[src/pam_kmer_window_scanner_core_defines.svh]
// Assertion macros shared by the PAM k-mer window scanner sources.
`ifndef PAM_KMER_WINDOW_SCANNER_CORE_DEFINES_SVH
`define PAM_KMER_WINDOW_SCANNER_CORE_DEFINES_SVH

// Checks that the consequent holds in the same cycle as the antecedent.
`define PKWS_ASSERT_IMP(lbl, ante, cons) \
    lbl: assert property (@(posedge clk) disable iff (!rst_n) (ante) |-> (cons)) \
        else $error("pkws same-cycle check failed");

// Checks that the consequent holds in the cycle after the antecedent.
`define PKWS_ASSERT_NXT(lbl, ante, cons) \
    lbl: assert property (@(posedge clk) disable iff (!rst_n) (ante) |=> (cons)) \
        else $error("pkws next-cycle check failed");

`endif

[src/pkws_pkg.sv]
// Package with constants, types and helper functions of the PAM k-mer window scanner.
`timescale 1ns / 1ps

package pkws_pkg;

    localparam int GUIDE_LEN  = 20;
    localparam int PAM_MAX    = 8;
    localparam int WIN_DEPTH  = GUIDE_LEN + PAM_MAX;
    localparam int BASE_W     = 3;
    localparam int GUIDE_W    = 60;
    localparam int POS_W      = 32;
    localparam int PLEN_W     = 4;
    localparam int PAM_W      = 24;
    localparam int FILL_W     = $clog2(WIN_DEPTH + 1);
    localparam int PSEL_W     = (PAM_MAX > 1) ? $clog2(PAM_MAX) : 1;
    localparam int GUIDE_KEEP = (GUIDE_LEN * BASE_W > GUIDE_W) ? (GUIDE_W / BASE_W) : GUIDE_LEN;

    localparam int FIFO_DEPTH = 8;
    localparam int FIFO_AW    = $clog2(FIFO_DEPTH);

    localparam int CFG_IDX_W  = 2;
    localparam int CFG_DATA_W = PAM_W;

    localparam logic [CFG_IDX_W-1:0] CFG_PAM_LENGTH = 2'd0;
    localparam logic [CFG_IDX_W-1:0] CFG_PAM_CODES  = 2'd1;

    localparam logic [BASE_W-1:0] BASE_T     = 3'd3;
    localparam logic [BASE_W-1:0] BASE_OTHER = 3'd4;

    localparam logic [PLEN_W-1:0] PAM_LENGTH_RESET = 4'd3;
    localparam logic [PAM_W-1:0]  PAM_CODES_RESET  = 24'd148;

    typedef logic [BASE_W-1:0] base_t;

    typedef struct packed {
        logic [GUIDE_W-1:0] guide;
        logic [POS_W-1:0]   position;
        logic               strand;
        logic               last;
    } result_t;

    function automatic base_t comp_base(input base_t b);
        base_t r;
        if (b < BASE_OTHER)
        begin
            r = BASE_T - b;
        end
        else
        begin
            r = BASE_OTHER;
        end
        return r;
    endfunction

    function automatic logic pam_ok(input base_t p, input base_t b);
        return (p >= BASE_OTHER) || (p == b);
    endfunction

endpackage

[src/pam_kmer_window_scanner_core.sv]
// Top level of the PAM k-mer window scanner: base window, PAM compare and result queue.
//
//  Channel | Direction | Handshake              | Payload
//  --------+-----------+------------------------+-------------------------------
//  in      | input     | in_valid / in_stall    | base
//  out     | output    | out_valid / out_stall  | guide, position, strand, last
//  cfg     | input     | cfg_valid / cfg_ready  | cfg_index, cfg_data
//
// One base is taken per cycle unless in_stall is high. The output port delivers one
// result per cycle unless out_stall is high, so a base matching on both strands
// yields two results; the eight-entry result queue absorbs this and raises in_stall
// only when it could not hold the results of the bases in flight. Reset clears the
// window, fill count, position counter and queue and presets the registers at once.
`timescale 1ns / 1ps
`include "pam_kmer_window_scanner_core_defines.svh"

module pam_kmer_window_scanner_core
    import pkws_pkg::*;
(
    input  logic                  clk,
    input  logic                  rst_n,
    input  logic                  in_valid,
    output logic                  in_stall,
    input  logic [BASE_W-1:0]     base,
    output logic                  out_valid,
    input  logic                  out_stall,
    output logic [GUIDE_W-1:0]    guide,
    output logic [POS_W-1:0]      position,
    output logic                  strand,
    output logic                  last,
    input  logic                  cfg_valid,
    output logic                  cfg_ready,
    input  logic [CFG_IDX_W-1:0]  cfg_index,
    input  logic [CFG_DATA_W-1:0] cfg_data
);

    logic [PLEN_W-1:0]  pam_length_reg;
    logic [PAM_W-1:0]   pam_codes_reg;
    base_t              window_reg [WIN_DEPTH];
    logic [FILL_W-1:0]  fill_count_reg;
    logic [POS_W-1:0]   window_start_reg;
    logic               s1_valid_reg;

    result_t            queue_reg [FIFO_DEPTH];
    logic [FIFO_AW:0]   count_reg;
    logic [FIFO_AW:0]   count_next;
    logic [FIFO_AW:0]   wr_base;

    logic               in_accept;
    logic               out_accept;
    base_t              base_clamped;
    logic [PLEN_W-1:0]  plen;
    logic [PSEL_W-1:0]  plen_sel;
    logic [FILL_W:0]    win_len;
    logic               s1_check;
    logic [PAM_MAX-1:0] fwd_l;
    logic [PAM_MAX-1:0] rev_l;
    logic [GUIDE_W-1:0] gf_l [PAM_MAX];
    logic [GUIDE_W-1:0] guide_rev;
    logic               fwd_hit;
    logic               rev_hit;
    result_t            res_fwd;
    result_t            res_rev;
    logic [1:0]         n_push;

    assign cfg_ready  = 1'b1;
    assign in_accept  = in_valid && !in_stall;
    assign out_valid  = (count_reg != '0);
    assign out_accept = out_valid && !out_stall;

    assign in_stall = s1_valid_reg ? (count_reg > (FIFO_AW+1)'(FIFO_DEPTH - 4))
                                   : (count_reg > (FIFO_AW+1)'(FIFO_DEPTH - 2));

    assign base_clamped = (base > BASE_OTHER) ? BASE_OTHER : base;

    always_comb
    begin
        if (pam_length_reg == '0)
        begin
            plen = PLEN_W'(1);
        end
        else if (pam_length_reg > PLEN_W'(PAM_MAX))
        begin
            plen = PLEN_W'(PAM_MAX);
        end
        else
        begin
            plen = pam_length_reg;
        end
    end

    assign plen_sel = PSEL_W'(plen - PLEN_W'(1));
    assign win_len  = (FILL_W+1)'(GUIDE_LEN) + (FILL_W+1)'(plen);
    assign s1_check = s1_valid_reg && ({1'b0, fill_count_reg} >= win_len);

    // Each candidate PAM length gets its own compare with fixed window taps.
    always_comb
    begin
        for (int l = 1; l <= PAM_MAX; l++)
        begin
            fwd_l[l-1] = 1'b1;
            rev_l[l-1] = 1'b1;
            for (int i = 0; i < l; i++)
            begin
                if (!pam_ok(pam_codes_reg[BASE_W*i +: BASE_W], window_reg[WIN_DEPTH - l + i]))
                begin
                    fwd_l[l-1] = 1'b0;
                end
                if (!pam_ok(pam_codes_reg[BASE_W*i +: BASE_W],
                            comp_base(window_reg[PAM_MAX - 1 - i])))
                begin
                    rev_l[l-1] = 1'b0;
                end
            end
            gf_l[l-1] = '0;
            for (int j = 0; j < GUIDE_KEEP; j++)
            begin
                gf_l[l-1][BASE_W*j +: BASE_W] = window_reg[PAM_MAX - l + j];
            end
        end
        guide_rev = '0;
        for (int j = 0; j < GUIDE_KEEP; j++)
        begin
            guide_rev[BASE_W*j +: BASE_W] = comp_base(window_reg[WIN_DEPTH - 1 - j]);
        end
    end

    assign fwd_hit = s1_check && fwd_l[plen_sel];
    assign rev_hit = s1_check && rev_l[plen_sel];

    always_comb
    begin
        res_fwd.guide    = gf_l[plen_sel];
        res_fwd.position = window_start_reg;
        res_fwd.strand   = 1'b0;
        res_fwd.last     = !rev_hit;
        res_rev.guide    = guide_rev;
        res_rev.position = window_start_reg;
        res_rev.strand   = 1'b1;
        res_rev.last     = 1'b1;
    end

    assign n_push     = {1'b0, fwd_hit} + {1'b0, rev_hit};
    assign count_next = count_reg + (FIFO_AW+1)'(n_push) - (FIFO_AW+1)'(out_accept);
    assign wr_base    = count_reg - (FIFO_AW+1)'(out_accept);

    always_ff @(posedge clk or negedge rst_n)
    begin
        if (!rst_n)
        begin
            pam_length_reg <= PAM_LENGTH_RESET;
            pam_codes_reg  <= PAM_CODES_RESET;
        end
        else if (cfg_valid && cfg_ready)
        begin
            if (cfg_index == CFG_PAM_LENGTH)
            begin
                pam_length_reg <= cfg_data[PLEN_W-1:0];
            end
            else if (cfg_index == CFG_PAM_CODES)
            begin
                pam_codes_reg <= cfg_data[PAM_W-1:0];
            end
        end
    end

    always_ff @(posedge clk or negedge rst_n)
    begin
        if (!rst_n)
        begin
            for (int k = 0; k < WIN_DEPTH; k++)
            begin
                window_reg[k] <= '0;
            end
            fill_count_reg <= '0;
            s1_valid_reg   <= 1'b0;
        end
        else
        begin
            s1_valid_reg <= in_accept;
            if (in_accept)
            begin
                for (int k = 0; k < WIN_DEPTH - 1; k++)
                begin
                    window_reg[k] <= window_reg[k+1];
                end
                window_reg[WIN_DEPTH-1] <= base_clamped;
                if (fill_count_reg < FILL_W'(WIN_DEPTH))
                begin
                    fill_count_reg <= fill_count_reg + FILL_W'(1);
                end
            end
        end
    end

    always_ff @(posedge clk or negedge rst_n)
    begin
        if (!rst_n)
        begin
            window_start_reg <= '0;
        end
        else if (s1_check)
        begin
            window_start_reg <= window_start_reg + POS_W'(1);
        end
    end

    // The queue shifts toward entry 0 on each output transaction; new results land
    // just above the entries that remain.
    always_ff @(posedge clk)
    begin
        for (int k = 0; k < FIFO_DEPTH; k++)
        begin
            if ((fwd_hit || rev_hit) && (wr_base == (FIFO_AW+1)'(k)))
            begin
                queue_reg[k] <= fwd_hit ? res_fwd : res_rev;
            end
            else if (fwd_hit && rev_hit && ((wr_base + (FIFO_AW+1)'(1)) == (FIFO_AW+1)'(k)))
            begin
                queue_reg[k] <= res_rev;
            end
            else if (out_accept)
            begin
                queue_reg[k] <= queue_reg[(k < FIFO_DEPTH - 1) ? k + 1 : k];
            end
        end
    end

    always_ff @(posedge clk or negedge rst_n)
    begin
        if (!rst_n)
        begin
            count_reg <= '0;
        end
        else
        begin
            count_reg <= count_next;
        end
    end

    assign guide    = queue_reg[0].guide;
    assign position = queue_reg[0].position;
    assign strand   = queue_reg[0].strand;
    assign last     = queue_reg[0].last;

    `PKWS_ASSERT_IMP(a_room_for_eval, s1_valid_reg, count_reg <= (FIFO_AW+1)'(FIFO_DEPTH - 2))
    `PKWS_ASSERT_IMP(a_rev_is_last, out_valid && strand, last)
    `PKWS_ASSERT_NXT(a_pos_hold, !s1_check, $stable(window_start_reg))

endmodule
[config.mk]
export PLATFORM = sky130hd
export DESIGN_NAME = pam_kmer_window_scanner_core
export DESIGN_NICKNAME = d
export VERILOG_FILES = /design/src/pkws_pkg.sv /design/src/pam_kmer_window_scanner_core.sv
export VERILOG_INCLUDE_DIRS = /design/src /design/src/src
export SDC_FILE = /design/constraint.sdc
export NUM_CORES = 2
export LEC_CHECK = 0
export ABC_AREA = 1
export BUFFER_PORTS_ARGS = -buffer_cell sky130_fd_sc_hd__clkbuf_2
export CAP_MARGIN = 15
export CORE_UTILIZATION = 45
export CTS_CLUSTER_DIAMETER = 150
export DETAILED_ROUTE_END_ITERATION = 10
export PLACE_DENSITY = 0.67
export RECOVER_POWER = 25
export SLEW_MARGIN = 30
export SYNTH_ARGS = -nofsm -noshare
export SYNTH_HDL_FRONTEND = slang
export SYNTH_SLANG_ARGS = --single-unit
[constraint.sdc]
create_clock -name clk -period 14.6 [get_ports clk]
set_clock_uncertainty 0.05 [all_clocks]
set_input_delay 0 -clock clk [delete_from_list [all_inputs] [get_ports clk]]
set_output_delay 0 -clock clk [all_outputs]
set_load 0.01 [all_outputs]
; ---- Word level (Yosys, flattened, before mapping)
; Memory sizes are Yosys's and may differ from the RTL's.
; Index checks and enable logic that the tools add are counted.
[word_totals]
input_bits = 34
mem_bits_rw = 752
regBits = 154
n_memories = 1
output_inout_bits = 97
word_cells = 436
[memory_table]
columns = name, depth, width, rd, rd_clocked_by_memory_dff, wr, line
row1 = queue_reg, 8, 94, 8, 0, 8, pam_kmer_window_scanner_core.sv:44  ; result_t queue_reg [FIFO_DEPTH];
[classes]
n_reduce_logical = 78
n_lt_le_gt_ge = 44
bitwise = 18
mux = 165
eq_ne = 59
n_addsub = 37
[op_table]
columns = cell, count
row1 = 94-bit two-way mux, 17
row2 = 60-bit binary-select mux with 3-bit select, 1
row3 = 3-bit equality test, 44
row4 = 60-bit two-way mux, 2
row5 = 1-bit two-way mux, 112
row6 = 3-bit two-way mux, 29
row7 = 3-bit < comparator (second input constant), 28
row8 = 2-bit by 3-bit subtractor with 3-bit output (first input constant), 28
row9 = 1-bit logical OR, 45
row10 = 32-bit by 1-bit adder with 32-bit output (second input constant), 1
row11 = 4-bit by 3-bit equality test with 1-bit output (second input constant), 8
row12 = 3-bit >= comparator (second input constant), 8
row13 = 1-bit logical AND, 22
row14 = 4-bit by 2-bit equality test with 1-bit output (second input constant), 4
row15 = 1-bit OR, 16
row16 = 4-bit logical NOT, 3
row17 = 4-bit by 1-bit equality test with 1-bit output (second input constant), 2
row18 = 4-bit by 3-bit greater-than comparator with 1-bit output (second input constant), 2
row19 = 4-bit two-way mux, 2
row20 = 4-bit by 1-bit subtractor with 4-bit output, 2
row21 = 5-bit by 4-bit adder with 6-bit output (first input constant), 1
row22 = 1-bit binary-select mux with 3-bit select, 2
row23 = 5-bit by 6-bit >= comparator with 1-bit output, 1
row24 = 5-bit by 1-bit adder with 5-bit output (second input constant), 1
row25 = other kinds (17), 20

; ---- Depth between registers and ports, before layout
[logic_depth]
ltp_word = 22
ltp_mapped = 24
ltp_nobuf = 21

; ---- Least setup slack after synthesis
; Ideal clock, no wire load.
[synth_timing]
path_type = register -> register
start = register pam_length_reg[1]
end = memory queue_reg[1][188] (netlist name), enable pin
period_less_slack_ps = 6955
setup_time_ps = 1125
path_buffers = 7
slack_ps = 7645
t_arrival_ps = 5780
stages_incl_launch_ff = 19
t_required_ps = 13425
cell_sequence = dfstp_2 nor2_1 o21ai_1 clkbuf_1 clkbuf_1 clkbuf_1 ha_1 clkbuf_1 inv_1 buf_1 nand2_1 a21oi_1 nor2_2 inv_2 nor2_8 nand2_1 clkbuf_1 clkbuf_1 nand3_1
[synth_rtl]
columns = item, line
row1 = "start, declared", pam_kmer_window_scanner_core.sv:37  ; logic [PLEN_W-1:0] pam_length_reg;
row2 = "start signal, assigned", pam_kmer_window_scanner_core.sv:158  ; pam_length_reg <= cfg_data[PLEN_W-1:0];
row3 = "end, declared", pam_kmer_window_scanner_core.sv:44

==> run_results.csv <==
group,metric,value,unit
layout,regArea,0.0264,mm^2
critical_path,slowest_stage,"clkbuf_1",
layout,largest_register_ff_count,752,
drt,wl,152,mm
critical_path,cp_top_family,"buffers and inverters",
critical_path,worstPathRequired,14.98,ns
clock_network,htree_levels,3,
drt,drt_pre_antenna_iters,8,
yosys,synth_enable_flop_cells,752,
global_route,grt.overflow.total,0,
critical_path,regToRegSetupSlack,3.54,ns
yosys,ys.flop_type,"edfxtp_1",
hold_path,min-delay-start,"cfg_data[18]",
layout,n_antenna_cell,0,
placed_design,dp_cells,7358,
timing,final-hold-violation-count,0,
floorplanning,core-area,0.112,mm^2
power_and_ir_drop,power_density,194,mW/mm^2
timing,setup_tns,0,ns
critical_path,critPathMaxFanout,84,
hold_path,min_path_type,"input pin to register",
critical_path,r2r-end,"queue_reg[0][111]",
critical_path,cp_slowest_stage_delay,2.76,ns
timing,grt_setup_unrepaired,"false",
critical_path,start_kind,"register",
global_route,antenna_found_initial,1,
timing,drv_slew,505,
yosys,yosysWarnings,0,
run_status,violations,"max-capacitance violations, max-slew violations",
drt,vias,43600,
critical_path,cp.buffers_inverters,6,
yosys,syn-cell-area,0.0509,mm^2
clock_network,insertion_delay,0.69,ns
yosys,synth_area_leader_cell,"edfxtp_1",
yosys,synthCells,6281,
global_route,grt_pass1_vias,40400,
layout,stdcell_count,7609,
layout,multi_input_area,0.0204,mm^2
critical_path,r2r_start,"pam_length_reg[1]",
yosys,synth_fp_nets,6333,
timing,fin_crit,11.06,ns
critical_path,criticalPathCategory,"register to register",
hold_path,whs_path_depth,3,
layout,area_delta_synth_final,8.64,%
placed_design,hpwl,94.1,mm
drt,drc,0,
run,drv_cap,8,
power_and_ir_drop,peakVddDrop,0.151,mV
critical_path,crit_path_end_kind,"register",
yosys,ys_top_cells_by_area,"edfxtp_1, nand2_1, dfrtp_1",
critical_path,rr_worst_depth,20,
critical_path,cp_common_cell,"buf_4",
clock_network,cts-root-buf,"clkbuf_16",
clock_network,clockBufferDepth,3,
floorplanning,die_y,338,um
global_route,grt_max_degree,128,
drt,wl_per_cell,19.9,um
timing,post-route-period-util,0.757,
floorplanning,die-area,0.115,mm^2
drt,drt_iter0_markers,4988,
critical_path,crit_chain,"nor2_1, o21ai_4, ha_2, clkinv_1, clkbuf_1, nor2_1, nand2_1, a21oi_1, a21oi_1, nand2_1, a21oi_4, buf_4, nand2_4, nor2_8, buf_4, nand2_4, buf_4, nand3_4, buf_4, o21ai_0",
timing,tightest_slew,4.79,ns
yosys,synth_seq_cells,906,
floorplanning,fp-row-count,123,
clock_network,cts.clk_slew.worst_paths,0.06,ns
floorplanning,die_w,338,um
power_and_ir_drop,p_leak,24.1,nW
yosys,synth_top_area_share,0.443,
clock_network,post_cts_buffers,0,
drt,ant_nets,0,
layout,fin_nets,6074,
clock_network,cts_made_buffers,100,
placed_design,gp_congestion,0.918,
clock_network,cts_tree,"done",
yosys,synth_seq_area_share,0.519,
layout,fillers,10500,
clock_network,ctsHoldBuffers,59,
floorplanning,ios,131,
yosys,syn_avg_cell_area,8.11,um^2
timing,relSlewSlack,-2.19,
clock_network,cts_resized,0,
global_route,grt_usage,0.260,
run_status,status,"finished with violations",
placed_design,place_area,0.0514,mm^2
drt,viasPerCell,5.72,
placed_design,port_buffers,129,
timing,max_freq,90.4,MHz
clock_network,numClockSinks,906,
yosys,synthArstFlopShare,0.170,
yosys,ys_types,42,
floorplanning,initial_core_util,0.453,
timing,finalSetupViolCount,0,
layout,drive_above_1_share,0.0521,
global_route,grt_pass1_wl,237,mm
critical_path,cp.arrival,11.44,ns
critical_path,cp.depth,20,
layout,final_area,0.0553,mm^2
hold_path,min_to,"pam_codes_reg[18]",
## per-layer routing
metal	routed length, um	GRT usage
met4	4290	0.0810
met3	14300	0.0449
met5	0	0
met1	64700	0.371
met2	68300	0.403
## worst max path at each step
stage,end,startpoint,slack (ns)
after floorplan,queue_reg[1][188],pam_length_reg[1],7.64
after CTS,queue_reg[0][111],pam_length_reg[1],6.03
after detailed placement,queue_reg[0][111],pam_length_reg[1],5.97
after global routing,queue_reg[0][112],pam_length_reg[1],2.86
final,queue_reg[0][111],pam_length_reg[1],3.54
after global placement,queue_reg[0][110],pam_length_reg[1],5.66
## worst reg2reg max path, delay by kind of cell (launching register included)
family | cells | cell delay (ns)
compound gates | 5 | 1.18
buf+inv | 6 | 5.55
simple gates | 8 | 2.85
flops | 1 | 0.54
fa+ha+maj | 1 | 0.65
## Yosys cell counts (2+ instances only)
cell	n
nand3_1	611
dfstp_2	5
nor2_1	127
o211ai_1	14
xnor2_1	18
edfxtp_1	752
fa_1	2
o21ai_0	474
ha_1	16
inv_1	381
nand2_4	2
nand2_1	2412
nor2_2	4
xor2_1	31
o221ai_1	4
clkinv_1	3
buf_1	55
nand2_2	3
mux2_2	4
nand3_2	6
nor3_1	10
o21ai_1	30
mux2i_1	76
buf_2	105
nand4_1	441
dfrtp_1	149
inv_2	15
clkbuf_1	343
a22oi_1	6
nor4_1	7
nand3b_1	3
a21oi_1	52
o22ai_1	3
buf_4	109
## layout make-up
class | instances | share of cell area
clock buffers | 131 | 0.0499
clock inverters | 58 | 0.0128
inverters | 399 | 0.0271
multi-input cells | 4364 | 0.369
flip-flops and latches | 906 | 0.478
well taps | 1500 | 0.0339
repair buffers | 251 | 0.0293
## power by group
group / switching [mW] / internal [mW]
Combinational: 2.83 / 1.10
Clock: 1.10 / 1.55
Sequential: 0.393 / 3.76
## placed cells by master, fill, tap and decap left out, drive strengths merged, types with 3 or more instances in the layout
cell	Yosys	routed
o211ai	14	14
mux2i	76	76
dlygate4sd3	0	60
clkbuf	343	266
dfrtp	149	149
edfxtp	752	752
mux2	4	4
nor4	7	7
o21ai	504	504
buf	269	56
bufinv	0	12
a22oi	6	6
nand3	617	617
o221ai	4	4
inv	396	397
nand4	441	441
clkinv	3	46
ha	16	16
o22ai	3	3
xor2	32	32
nand3b	3	3
nor3	10	10
xnor2	18	18
dfstp	5	5
a21oi	53	53
nand2	2417	2417
nor2	132	132
## logic make-up (layout without fill, tap and decap cells)
kind of cell             Yosys count  count (layout)  share of synthesized area
AND/OR/NAND/NOR                 3628            3628                      0.307
buffers and inverters           1011             839                     0.0851
flip-flops                       906             906                      0.519
AO/OA/AOI/OAI                    587             587                     0.0594
multiplexers                      80              80                     0.0158
XOR/XNOR                          50              50                    0.00897
adder cells (fa/ha/maj)           18              18                    0.00472
other                              1               1                  0.0000736
## through the flow
stage | setup slack (ns) | hold slack [ns] | total power, mW | util
after global placement | 5.66 | 0.0917 | 7.91 | 0.457
after global routing | 2.86 | 0.0610 | 11.4 | 0.492
after floorplan | 7.64 | -0.346 | 6.88 | -
final | 3.54 | 0.0549 | 10.7 | 0.492
after CTS | 6.03 | 0.00963 | 10.7 | 0.493
after detailed placement | 5.97 | 0.0841 | 8.02 | 0.457
No activity file was read; power rests on OpenSTA's default activity.
